$ cat src/hdl/assert_macros.svh
// Assertion macros shared by the RTL of the standard deviation engine.
// No dependencies; included by modules that carry concurrent checks.
`ifndef ASSERT_MACROS_SVH
`define ASSERT_MACROS_SVH

// Same-cycle implication, disabled while reset is active (low).
`define ASSERT_IMP(label, clk, rst_n, ante, cons) \
    label: assert property (@(posedge clk) disable iff (!(rst_n)) (ante) |-> (cons)) \
        else $error("assertion failed: same-cycle implication");

// Next-cycle implication, disabled while reset is active (low).
`define ASSERT_NXT(label, clk, rst_n, ante, cons) \
    label: assert property (@(posedge clk) disable iff (!(rst_n)) (ante) |=> (cons)) \
        else $error("assertion failed: next-cycle implication");

`endif

$ cat src/hdl/psd_pkg.sv
// Package for the population standard deviation engine: widths, FSM states,
// shared-unit control types. No dependencies.
package psd_pkg;

    localparam int MAX_SAMPLES = 512;
    localparam int SMP_W       = 24;
    localparam int CNT_W       = $clog2(MAX_SAMPLES + 1);
    localparam int ADDR_W      = $clog2(MAX_SAMPLES);
    localparam int SUM_W       = SMP_W + CNT_W;
    localparam int SQ_W        = 2 * SMP_W;
    localparam int DEV_W       = 2 * SMP_W + CNT_W + 1;
    localparam int SQ_STEPS    = (DEV_W + 1) / 2;
    localparam int STEP_W      = $clog2(DEV_W);
    localparam int OUT_CNT_W   = 10;
    localparam int OUT_DATA_W  = ((SMP_W + OUT_CNT_W + 7) / 8) * 8;
    localparam int IN_DATA_W   = ((SMP_W + 7) / 8) * 8;

    typedef enum logic {
        OP_DIV,
        OP_SQRT
    } t_unit_op;

    typedef struct packed {
        logic     start;
        t_unit_op op;
    } t_unit_req;

    typedef struct packed {
        logic busy;
        logic done;
    } t_unit_rsp;

    typedef enum logic [2:0] {
        S_LOAD,
        S_MEAN,
        S_MEAN_WAIT,
        S_PASS,
        S_VAR_WAIT,
        S_ROOT_WAIT,
        S_EMIT
    } t_state;

endpackage

$ cat src/hdl/psd_unit.sv
// Shared iterative arithmetic unit: restoring divide (one quotient bit per cycle)
// and digit-by-digit integer square root (one result bit per cycle).
// Depends on psd_pkg and assert_macros.svh.
`include "assert_macros.svh"

module psd_unit (
    input  logic                     i_clk,
    input  logic                     i_rst_n,
    input  psd_pkg::t_unit_req       i_req,
    input  logic [psd_pkg::DEV_W-1:0] i_a,
    input  logic [psd_pkg::CNT_W-1:0] i_b,
    output psd_pkg::t_unit_rsp       o_rsp,
    output logic [psd_pkg::DEV_W-1:0] o_result
);

    logic                       r_busy;
    logic                       r_done;
    psd_pkg::t_unit_op          r_op;
    logic [psd_pkg::STEP_W-1:0] r_step;
    logic [psd_pkg::DEV_W-1:0]  r_x;
    logic [psd_pkg::DEV_W-1:0]  r_res;
    logic [psd_pkg::DEV_W-1:0]  r_bit;
    logic [psd_pkg::CNT_W-1:0]  r_rem;
    logic [psd_pkg::CNT_W-1:0]  r_b;

    logic [psd_pkg::CNT_W:0]    trial;
    logic [psd_pkg::DEV_W:0]    lhs;
    logic [psd_pkg::DEV_W:0]    rhs;
    logic [psd_pkg::DEV_W:0]    diff;
    logic                       ge;

    // one shared subtract/compare serves both operations
    always_comb begin
        trial = {r_rem, r_x[psd_pkg::DEV_W-1]};
        if (r_op == psd_pkg::OP_DIV) begin
            lhs = (psd_pkg::DEV_W + 1)'(trial);
            rhs = (psd_pkg::DEV_W + 1)'(r_b);
        end else begin
            lhs = {1'b0, r_x};
            rhs = {1'b0, r_res + r_bit};
        end
        diff = lhs - rhs;
        ge   = !diff[psd_pkg::DEV_W];
    end

    always_ff @(posedge i_clk) begin
        if (!i_rst_n) begin
            r_busy <= 1'b0;
            r_done <= 1'b0;
            r_op   <= psd_pkg::OP_DIV;
            r_step <= '0;
        end else begin
            r_done <= 1'b0;
            if (i_req.start) begin
                r_busy <= 1'b1;
                r_op   <= i_req.op;
                r_step <= (i_req.op == psd_pkg::OP_DIV) ?
                          psd_pkg::STEP_W'(psd_pkg::DEV_W - 1) :
                          psd_pkg::STEP_W'(psd_pkg::SQ_STEPS - 1);
            end else if (r_busy) begin
                r_step <= r_step - 1'b1;
                if (r_step == '0) begin
                    r_busy <= 1'b0;
                    r_done <= 1'b1;
                end
            end
        end
    end

    always_ff @(posedge i_clk) begin
        if (i_req.start) begin
            r_x   <= i_a;
            r_b   <= i_b;
            r_rem <= '0;
            r_res <= '0;
            r_bit <= psd_pkg::DEV_W'(1) << (2 * (psd_pkg::SQ_STEPS - 1));
        end else if (r_busy) begin
            if (r_op == psd_pkg::OP_DIV) begin
                r_rem <= ge ? diff[psd_pkg::CNT_W-1:0] : trial[psd_pkg::CNT_W-1:0];
                r_x   <= {r_x[psd_pkg::DEV_W-2:0], ge};
            end else begin
                if (ge) begin
                    r_x   <= diff[psd_pkg::DEV_W-1:0];
                    r_res <= (r_res >> 1) + r_bit;
                end else begin
                    r_res <= r_res >> 1;
                end
                r_bit <= r_bit >> 2;
            end
        end
    end

    assign o_rsp.busy = r_busy;
    assign o_rsp.done = r_done;
    assign o_result   = (r_op == psd_pkg::OP_DIV) ? r_x : r_res;

    `ASSERT_IMP(a_no_restart, i_clk, i_rst_n, i_req.start, !r_busy)
    `ASSERT_NXT(a_div_no_zero, i_clk, i_rst_n,
                i_req.start && i_req.op == psd_pkg::OP_DIV, r_b != '0)
    `ASSERT_IMP(a_sqrt_bit_pow4, i_clk, i_rst_n,
                r_busy && r_op == psd_pkg::OP_SQRT, $onehot(r_bit))

endmodule

$ cat config.mk
export PLATFORM = sky130hd
export DESIGN_NAME = psd_unit
export DESIGN_NICKNAME = d
export VERILOG_FILES = /design/src/hdl/psd_pkg.sv /design/src/hdl/psd_unit.sv
export VERILOG_INCLUDE_DIRS = /design/src /design/src/hdl
export SDC_FILE = /design/constraint.sdc
export NUM_CORES = 1
export LEC_CHECK = 0
export ABC_CLOCK_PERIOD_IN_PS = 6500
export BUFFER_PORTS_ARGS = -buffer_cell sky130_fd_sc_hd__buf_2
export CAP_MARGIN = 40
export CORE_ASPECT_RATIO = 0.9
export CORE_MARGIN = 2
export CORE_UTILIZATION = 30
export DETAILED_ROUTE_END_ITERATION = 7
export MAX_ROUTING_LAYER = met4
export PLACE_DENSITY_LB_ADDON = 0.25
export SLEW_MARGIN = 25
export SYNTH_ARGS = -nofsm -noshare
export SYNTH_HDL_FRONTEND = slang
export SYNTH_SLANG_ARGS = --single-unit
$ cat constraint.sdc
create_clock -name i_clk -period 6.5 [get_ports i_clk]
set_clock_uncertainty 0.05 [all_clocks]
set_input_delay 1.3 -clock i_clk [delete_from_list [all_inputs] [get_ports i_clk]]
set_output_delay 1.3 -clock i_clk [all_outputs]
set_load 0.005 [all_outputs]
; Word level (Yosys, flattened, before mapping)
; Index checks and enable logic that the tools add are counted.
[word_totals]
word_cells = 40
ff_bits = 177
[classes]
bitwise = 3
muxes = 16
reduce_logical = 7
eq_ne = 1
addsub = 4
[op_table]
columns = cell, count
row1 = $mux 59, 8
row2 = $sub 60x60->60, 1
row3 = $add 58x59->59, 1
row4 = $add 59x59->59, 1
row5 = $mux 6, 3
row6 = $mux 10, 1
row7 = $logic_not 6->1, 1
row8 = $reduce_and 2->1, 3
row9 = $sub 6x1->6 const B, 1
row10 = $mux 1, 4
row11 = $ne 3x3->1 const B, 1
row12 = $not 1->1, 3
row13 = $reduce_or 3->1, 1
row14 = $reduce_bool 2->1, 1
row15 = $logic_not 1->1, 1

; Depth between registers and ports, before layout
; Gate-level depths: netlist of run 1.
[depth]
word_depth = 7
ltp_mapped = 25

; Least setup slack after synthesis of run 1
; OpenSTA, ideal clock, no wires.
[synth_timing]
kind = reg2reg
startpoint = reg r_res[2] (netlist name)
endpoint = reg r_x[0] (netlist name), enable pin
period_less_slack_ps = 6419
setup_slack_ps = 81
n_path_buf = 3
arrival_time_ps = 5954
t_required_ps = 6035
setup_ps = 415
path_stages_with_launch = 24
cell_sequence = dfxtp_1 ha_1 a31oi_1 o21bai_1 a31oi_1 o21bai_1 a31oi_1 o21ai_0 a21o_1 a21oi_1 xnor2_1 nand2_1 ha_1 clkbuf_1 and4_1 and3_1 nand3_1 or4_1 a211oi_2 buf_4 nor2_2 buf_2 nand2_1 a21o_1
[synth_via]
elab_chain_len = 5
[synth_lines]
columns = item, line
row1 = from (decl), psd_unit.sv:21  ; logic [psd_pkg::DEV_W-1:0] r_res;
row2 = from (signal assigned), psd_unit.sv:84  ; r_res <= (r_res >> 1) + r_bit;
row3 = from (signal assigned), psd_unit.sv:86  ; r_res <= r_res >> 1;
row4 = $add 59x59->59, psd_unit.sv:40  ; rhs = {1'b0, r_res + r_bit};
row5 = $mux 59, psd_unit.sv:35  ; if (r_op == psd_pkg::OP_DIV) begin
row6 = $sub 60x60->60, psd_unit.sv:42  ; diff = lhs - rhs;
row7 = $ne 3x3->1 (no source line), n/a
row8 = $reduce_and 2->1 (no source line), n/a
row9 = to (signal assigned), psd_unit.sv:72  ; r_x <= i_a;
row10 = to (signal assigned), psd_unit.sv:80  ; r_x <= {r_x[psd_pkg::DEV_W-2:0], ge};
row11 = to (signal assigned), psd_unit.sv:83  ; r_x <= diff[psd_pkg::DEV_W-1:0];
row12 = to (decl), psd_unit.sv:20  ; logic [psd_pkg::DEV_W-1:0] r_x;
; No other way between the ends.
; A chain may end at the register's enable or synchronous reset.

; Final worst setup path of run 1
[layout_timing]
startpoint = reg r_res[2] (netlist name)
endpoint = reg r_x[0] (netlist name) (data pin)
[layout_via]
elab_chain_len = 7
[layout_lines]
columns = item, line
row1 = $add 59x59->59, psd_unit.sv:40
row2 = $mux 59, psd_unit.sv:35
row3 = $sub 60x60->60, psd_unit.sv:42
row4 = $logic_not 1->1, psd_unit.sv:43  ; ge = !diff[psd_pkg::DEV_W];
row5 = $mux 59, psd_unit.sv:78  ; if (r_op == psd_pkg::OP_DIV) begin
row6 = $mux 59, psd_unit.sv:77  ; end else if (r_busy) begin
row7 = $mux 59, psd_unit.sv:71  ; if (i_req.start) begin
; No other way between the ends. The select of a mux whose other input is x is not followed.

==> reports/results.tsv, run 1 <==
metric	value	unit
async set-reset flop share out of synthesis	0	%
multiplexer area fraction after synthesis	6.70	%
hold_buf cts	0	
net count after synthesis	2404	
antenna cell count	0	
CP Launch Type	flop	
Sum Neg Setup Slack	0	ns
synth warn	0	
DRT met1 WL	28.2	mm
# clock sinks	177	
Crit Reg-Reg Endpoint	r_x[0]	
layout cells sized above 1	14.2	%
pin count of the biggest net entering global routing	183	
Hold Path Sink	r_rem[1]	
GRT Util Overall	20.0	%
Yosys top cell area share	12.8	%
top post-synthesis cells by area	dfxtp_1 (13%), edfxtp_1 (12%), ha_1 (9.3%)	
Post-Route WL	56.8	mm
Multi-input gate area	12000	µm²
crit end category	flop	
number of cells on the worst reg-to-reg path	23	
post-synthesis xor/xnor area fraction	7.21	%
post-synthesis cell type count	83	
worst skew pair latency	0.51	ns
Req. time, crit path	6.78	ns
RSZ-0062 raised after global routing	no	
clk slew on worst S/H paths	0.08	ns
final setup fails	0	
IO Pins	134	
Finished Layout Cells	3044	
DR WL met3	2.86	mm
compound-cell area share of the yosys netlist	25.7	%
number of synthesized flops with an enable pin	69	
worst min path class	flop to flop	
die width	254	µm
root buf cell	clkbuf_16	
final worst path period need	6.17	ns
crit path max fanout	18	
Synth-to-Final Area Change	13.2	%
placed cells	3010	
hold slack	0.447	ns
CTS H-Tree Depth	4	
fill count	5815	
buffers added on ports	133	
row cnt	82	
Pwr Density	198	nW/µm²
Die Area	58200	µm²
post-synthesis adder-cell area fraction	9.38	%
Core Region	55700	µm²
Mapped Cells	2205	
drt first pass iters	5	
max-slew violations	0	
synthesis-stage register bit count	177	
post-DR vias/cell	5.48	
ys flop type	dfxtp_1	
Crit path arrival time	6.45	ns
sequential area share after synthesis	25.1	%
leakage	7.71	nW
Final #Nets	2474	
Worst Hold Launch	r_rem[0]	
reg-to-reg critical path startpoint	r_res[2]	
hold depth	2	
fmax	162	MHz
final-report hold violation count	0	
worst-margin pin slew	0.911	ns
first-pass GRT wire length	89.9	mm
total global routing overflow	0	
via count	16700	
uppermost layer routed	met4	
peak supply drop	235	µV
CTS tree	done	
status	complete, no violations	
most common library cell in the layout ignoring fill and taps	nand2_1	
Synth Area in Simple Gates	21.5	%
DRC viols	0	
Initial Util	30.3	%
vias in the first global route	16100	
Iter 0 DRT Violations	1343	
Detail Route Antenna Nets	0	
largest family of logic cells by synthesized area	compound AO/OA/AOI/OAI gates	
initial antenna violation count	1	
area leader, netlist	dfxtp_1	
number of CTS-inserted buffers	17	
headroom to the max-slew limit	38.9	%
worst setup path class	flop to flop	
Post-Syn Area	16900	µm²
max cap viols	0	
most frequent cells in the layout	nand2_1 (352), o21ai_0 (166), a21oi_1 (156)	
drt wl/cell	18.7	µm
met2 wire length	24.5	mm
Die H	229	µm
gpl congestion	0.915	
DPL Wire Length	43.2	mm
Max clock buf depth	2	
register area	4240	µm²
post-route clock period utilization	94.8	%
reg2reg setup slack	0.33	ns
Avg Inst Size Synth	7.66	µm²
## routing by layer
metal / track usage [%] / vias to the layer above
met3: 3.16 / 76
li1: - / 8172
met5: - / -
met4: 5.77 / 0
met1: 28.1 / 7965
met2: 29.6 / 456
## area by class of cell
class / instances / share of cell area [%]
Tap cell: 756 / 4.95
Multi-Input combinational cell: 1843 / 62.6
Sequential cell: 177 / 22.2
Inverter: 42 / 0.825
Clock inverter: 15 / 0.746
Clock buffer: 17 / 2.23
Timing Repair Buffer: 194 / 6.51
## worst max-delay path by stage
stage	start	end	slack [ns]	depth (start not counted)
global route	r_res[0]	r_x[0]	0.03	24
finish	r_res[2]	r_x[0]	0.33	23
CTS	r_res[2]	r_x[0]	0.15	22
floorplan	r_res[2]	r_x[0]	0.08	23
detailed placement	r_res[2]	r_x[27]	0.19	22
global placement	r_res[0]	r_res[55]	0.25	25
## registers in the layout, indices dropped and copies added (netlist names)
signal and cells:
r_x 59, r_step 6, r_res 59, r_rem 10, r_done 1, r_op 1, r_busy 1, r_bit 30
r_b 10
## what timing repair did
item                                    CTS  global route
endpoints found under the setup margin    0           129
gates resized for setup                   0             7
buffers inserted                          0             1
hold endpoints to repair                  0             0
## cells in the mapped netlist (7+ instances only)
library cell and instances:
nand2_1 353, o21ai_0 168, a21oi_1 158, nor2_1 156
ha_1 125, clkbuf_1 115, dfxtp_1 108, a31oi_1 72
xnor2_1 72, edfxtp_1 69, xor2_1 67, and2_1 66
mux2_2 57, a21o_1 54, mux2i_1 49, nand4_1 43
inv_1 42, a211oi_1 41, nand3_1 39, nand2b_1 31
o21bai_1 29, nor3_1 26, o31ai_1 23, nor2b_1 21
o21a_1 19, o22ai_1 16, or3_1 14, buf_2 11
a31o_2 10, buf_1 9, o211ai_1 9, and3_1 8
a21boi_0 7, nor4_1 7, o32ai_1 7, or2_2 7
## power by group
part           internal (mW)  switching (mW)
Clock                  0.507           0.559
Combinational          0.564           0.825
Sequential              1.25          0.0808
Total                   2.32            1.46
## through the flow
stage	total power [mW]	setup slack [ns]	instance area (µm²)	utilization [%]
after floorplan	2.24	0.0810	16900	-
after detailed placement	2.73	0.190	18500	33.2
after global routing	4.01	0.0275	19100	34.3
after CTS	3.81	0.145	19100	34.2
final	3.79	0.335	19100	34.3
after global placement	2.72	0.250	18500	33.1
## worst max-delay path: stages, from the launching register on
cell      delay (ns)
dfxtp_1         0.45
ha_1            0.31
a31oi_1         0.31
o21bai_1        0.15
a31oi_1         0.29
o21bai_2        0.20
a31oi_1         0.27
buf_4           0.17
xnor2_1         0.12
nand2_1         0.10
ha_1            0.39
nand4_1         0.16
nor2_1          0.34
o31ai_1         0.13
a21oi_1         0.26
buf_4           0.21
o21ai_1         0.19
or4_1           0.64
a211oi_4        0.32
buf_12          0.19
or2_1           0.20
buf_4           0.23
o21ai_0         0.09
o21ai_0         0.19
## kinds of logic (layout without fill, tap and decap cells)
| family | Yosys count | count (layout) |
|---|---|---|
| flops | 177 | 177 |
| buf+inv | 185 | 268 |
| xor+xnor | 139 | 139 |
| fa+ha+maj | 126 | 126 |
| mux | 106 | 106 |
| compound gates | 680 | 680 |
| simple gates | 792 | 792 |
Note: power is estimated with default switching activity, not from simulation.
==> inputs of run 2 (changes only) <==
--- a/config.mk
+++ b/config.mk
@@ -6,7 +6,7 @@
 export SDC_FILE = /design/constraint.sdc
 export NUM_CORES = 1
 export LEC_CHECK = 0
-export ABC_CLOCK_PERIOD_IN_PS = 6500
+export ABC_CLOCK_PERIOD_IN_PS = 6000
 export BUFFER_PORTS_ARGS = -buffer_cell sky130_fd_sc_hd__buf_2
 export CAP_MARGIN = 40
 export CORE_ASPECT_RATIO = 0.9
==> constraint.sdc (replaced) <==
create_clock -name i_clk -period 6 [get_ports i_clk]
set_clock_uncertainty 0.05 [all_clocks]
set_input_delay 1.2 -clock i_clk [delete_from_list [all_inputs] [get_ports i_clk]]
set_output_delay 1.2 -clock i_clk [all_outputs]
set_load 0.005 [all_outputs]
==> run 2 against run 1 <==
Clock power increased by 14%. Routed wire length increased by 2.6%. Die area is the same.
==> reports/results.tsv, run 2 (synthesis gave the netlist of run 1 again) <==
metric	value	unit
reg-to-reg critical path startpoint	r_res[0]	
DRC viols	0	
slowest stage delay, CP	0.58	ns
CP max stage cell	or4_4	
total power	4.25	mW
reg2reg setup slack	0.25	ns
Final #Nets	2551	
initial antenna violation count	0	
headroom to the max-slew limit	45.6	%
most frequent cells in the layout	nand2_1 (353), o21ai_0 (164), a21oi_1 (155), nor2_1 (155), buf_2 (132)	
drt wl/cell	18.7	µm
DR WL met3	3.16	mm
met2 wire length	25.4	mm
root buf cell	clkbuf_16	
Req. time, crit path	6.15	ns
Detail Route Antenna Nets	0	
total global routing overflow	0	
leakage	8.11	nW
fmax	174	MHz
uppermost layer routed	met4	
gpl congestion	0.963	
Synth-to-Final Area Change	17.3	%
Iter 0 DRT Violations	1313	
number of cells on the worst reg-to-reg path	26	
Die H	229	µm
Crit path arrival time	5.90	ns
number of CTS-inserted buffers	17	
Worst Hold Launch	r_bit[0]	
die width	254	µm
row cnt	82	
vias in the first global route	15900	
final-report hold violation count	0	
Initial Util	30.3	%
drt first pass iters	5	
Pwr Density	215	nW/µm²
worst-margin pin slew	0.817	ns
max cap viols	0	
CP Launch Type	flop	
Crit Reg-Reg Endpoint	r_x[26]	
most used cell, CP	buf_4	
hold depth	2	
Post-Route WL	58.3	mm
final setup fails	0	
crit path max fanout	27	
Die Area	58200	µm²
worst skew pair latency	0.52	ns
via count	16900	
final worst slack	0.252	ns
pin count of the biggest net entering global routing	151	
post-route clock period utilization	95.8	%
antenna cell count	0	
CTS tree	done	
CTS H-Tree Depth	4	
most common library cell in the layout ignoring fill and taps	nand2_1	
final worst path period need	5.75	ns
layout cells sized above 1	17.5	%
Core Region	55700	µm²
worst min path class	flop to flop	
max-slew violations	0	
hold slack	0.445	ns
DPL Wire Length	43.9	mm
fill count	5895	
DRT met1 WL	28.7	mm
# clock sinks	177	
worst slack, placed	-0.113	ns
Hold Path Sink	r_bit[0]	
buffers added on ports	133	
post-DR vias/cell	5.41	
worst setup path class	flop to flop	
clk slew on worst S/H paths	0.09	ns
peak supply drop	254	µV
IO Pins	134	
crit end category	flop	
Top Registers	r_res: 59 flops, r_x: 59 flops, r_bit: 30 flops	
hold_buf cts	0	
Max clock buf depth	2	
Sum Neg Setup Slack	0	ns
GRT Util Overall	20.3	%
first-pass GRT wire length	90.2	mm
status	complete, no violations	
==> run 2: cell count changes in the layout (fill, tap and decap cells not counted), moves of 2 or more <==
cell / change
a31oi_2: +2
a31oi_1: -3
o21ai_0: -2
clkinv_8: +2
buf_4: +78
o21ai_1: +2
==> run 2: repair_timing <==
item | CTS | global route
buffers inserted | 2 | 1
gates resized for setup | 1 | 23
cloned | 0 | 1
pin swaps | 1 | 2
setup endpoints to repair | 123 | 136
==> run 2: power by group <==
part / switching (mW) / internal (mW) / leakage (nW)
combinational: 0.925 / 0.671 / 6.25
clock: 0.624 / 0.599 / 0.293
sequential: 0.0792 / 1.35 / 1.57
total: 1.63 / 2.62 / 8.11
==> run 2: critical path, delay by kind of cell (launching register included) <==
| kind | cells | cell delay, ns |
|---|---|---|
| flip-flops | 1 | 0.34 |
| XOR/XNOR | 1 | 0.11 |
| AND/OR/NAND/NOR | 7 | 1.35 |
| AO/OA/AOI/OAI | 10 | 1.85 |
| adder cells (fa/ha/maj) | 3 | 0.78 |
| buffers and inverters | 5 | 0.91 |
==> run 2: worst max-delay path by stage <==
stage / slack, ns / cells past startpoint / from / endpoint
6_report: 0.25 / 26 / r_res[0] / r_x[26]
5_1_grt: -0.01 / 24 / r_res[2] / r_x[26]
4_1_cts: 0.005 / 24 / r_res[0] / r_x[35]
3_5_place_dp: -0.11 / 23 / r_res[0] / r_x[27]
3_3_place_gp: 0.06 / 23 / r_bit[0] / r_x[27]
2_1_floorplan: 0.09 / 23 / r_res[2] / r_x[0]
==> run 2: cell type report <==
| type | instances | area (µm²) | share of cell area [%] |
|---|---|---|---|
| repair buffers | 271 | 1810 | 9.15 |
| clock inverters | 15 | 185 | 0.935 |
| well taps | 756 | 946 | 4.77 |
| flip-flops and latches | 177 | 4240 | 21.4 |
| inverters | 42 | 158 | 0.796 |
| clock buffers | 17 | 425 | 2.15 |
| multi-input cells | 1843 | 12000 | 60.8 |
==> run 2: metal layers <==
| layer | vias to the layer above | GRT usage (%) |
|---|---|---|
| li1 | 8317 | - |
| met1 | 8061 | 28.6 |
| met2 | 461 | 29.7 |
| met3 | 61 | 3.45 |
| met4 | 0 | 5.50 |
| met5 | - | - |
==> run 2: metrics by stage <==
step	utilization (%)	std cells	cell area, µm²
6_report	35.6	3121	19800
3_3_place_gp	34.2	3085	19000
2_1_floorplan	-	2205	16900
5_1_grt	35.6	3121	19800
4_1_cts	35.3	3119	19700
3_5_place_dp	34.2	3085	19000
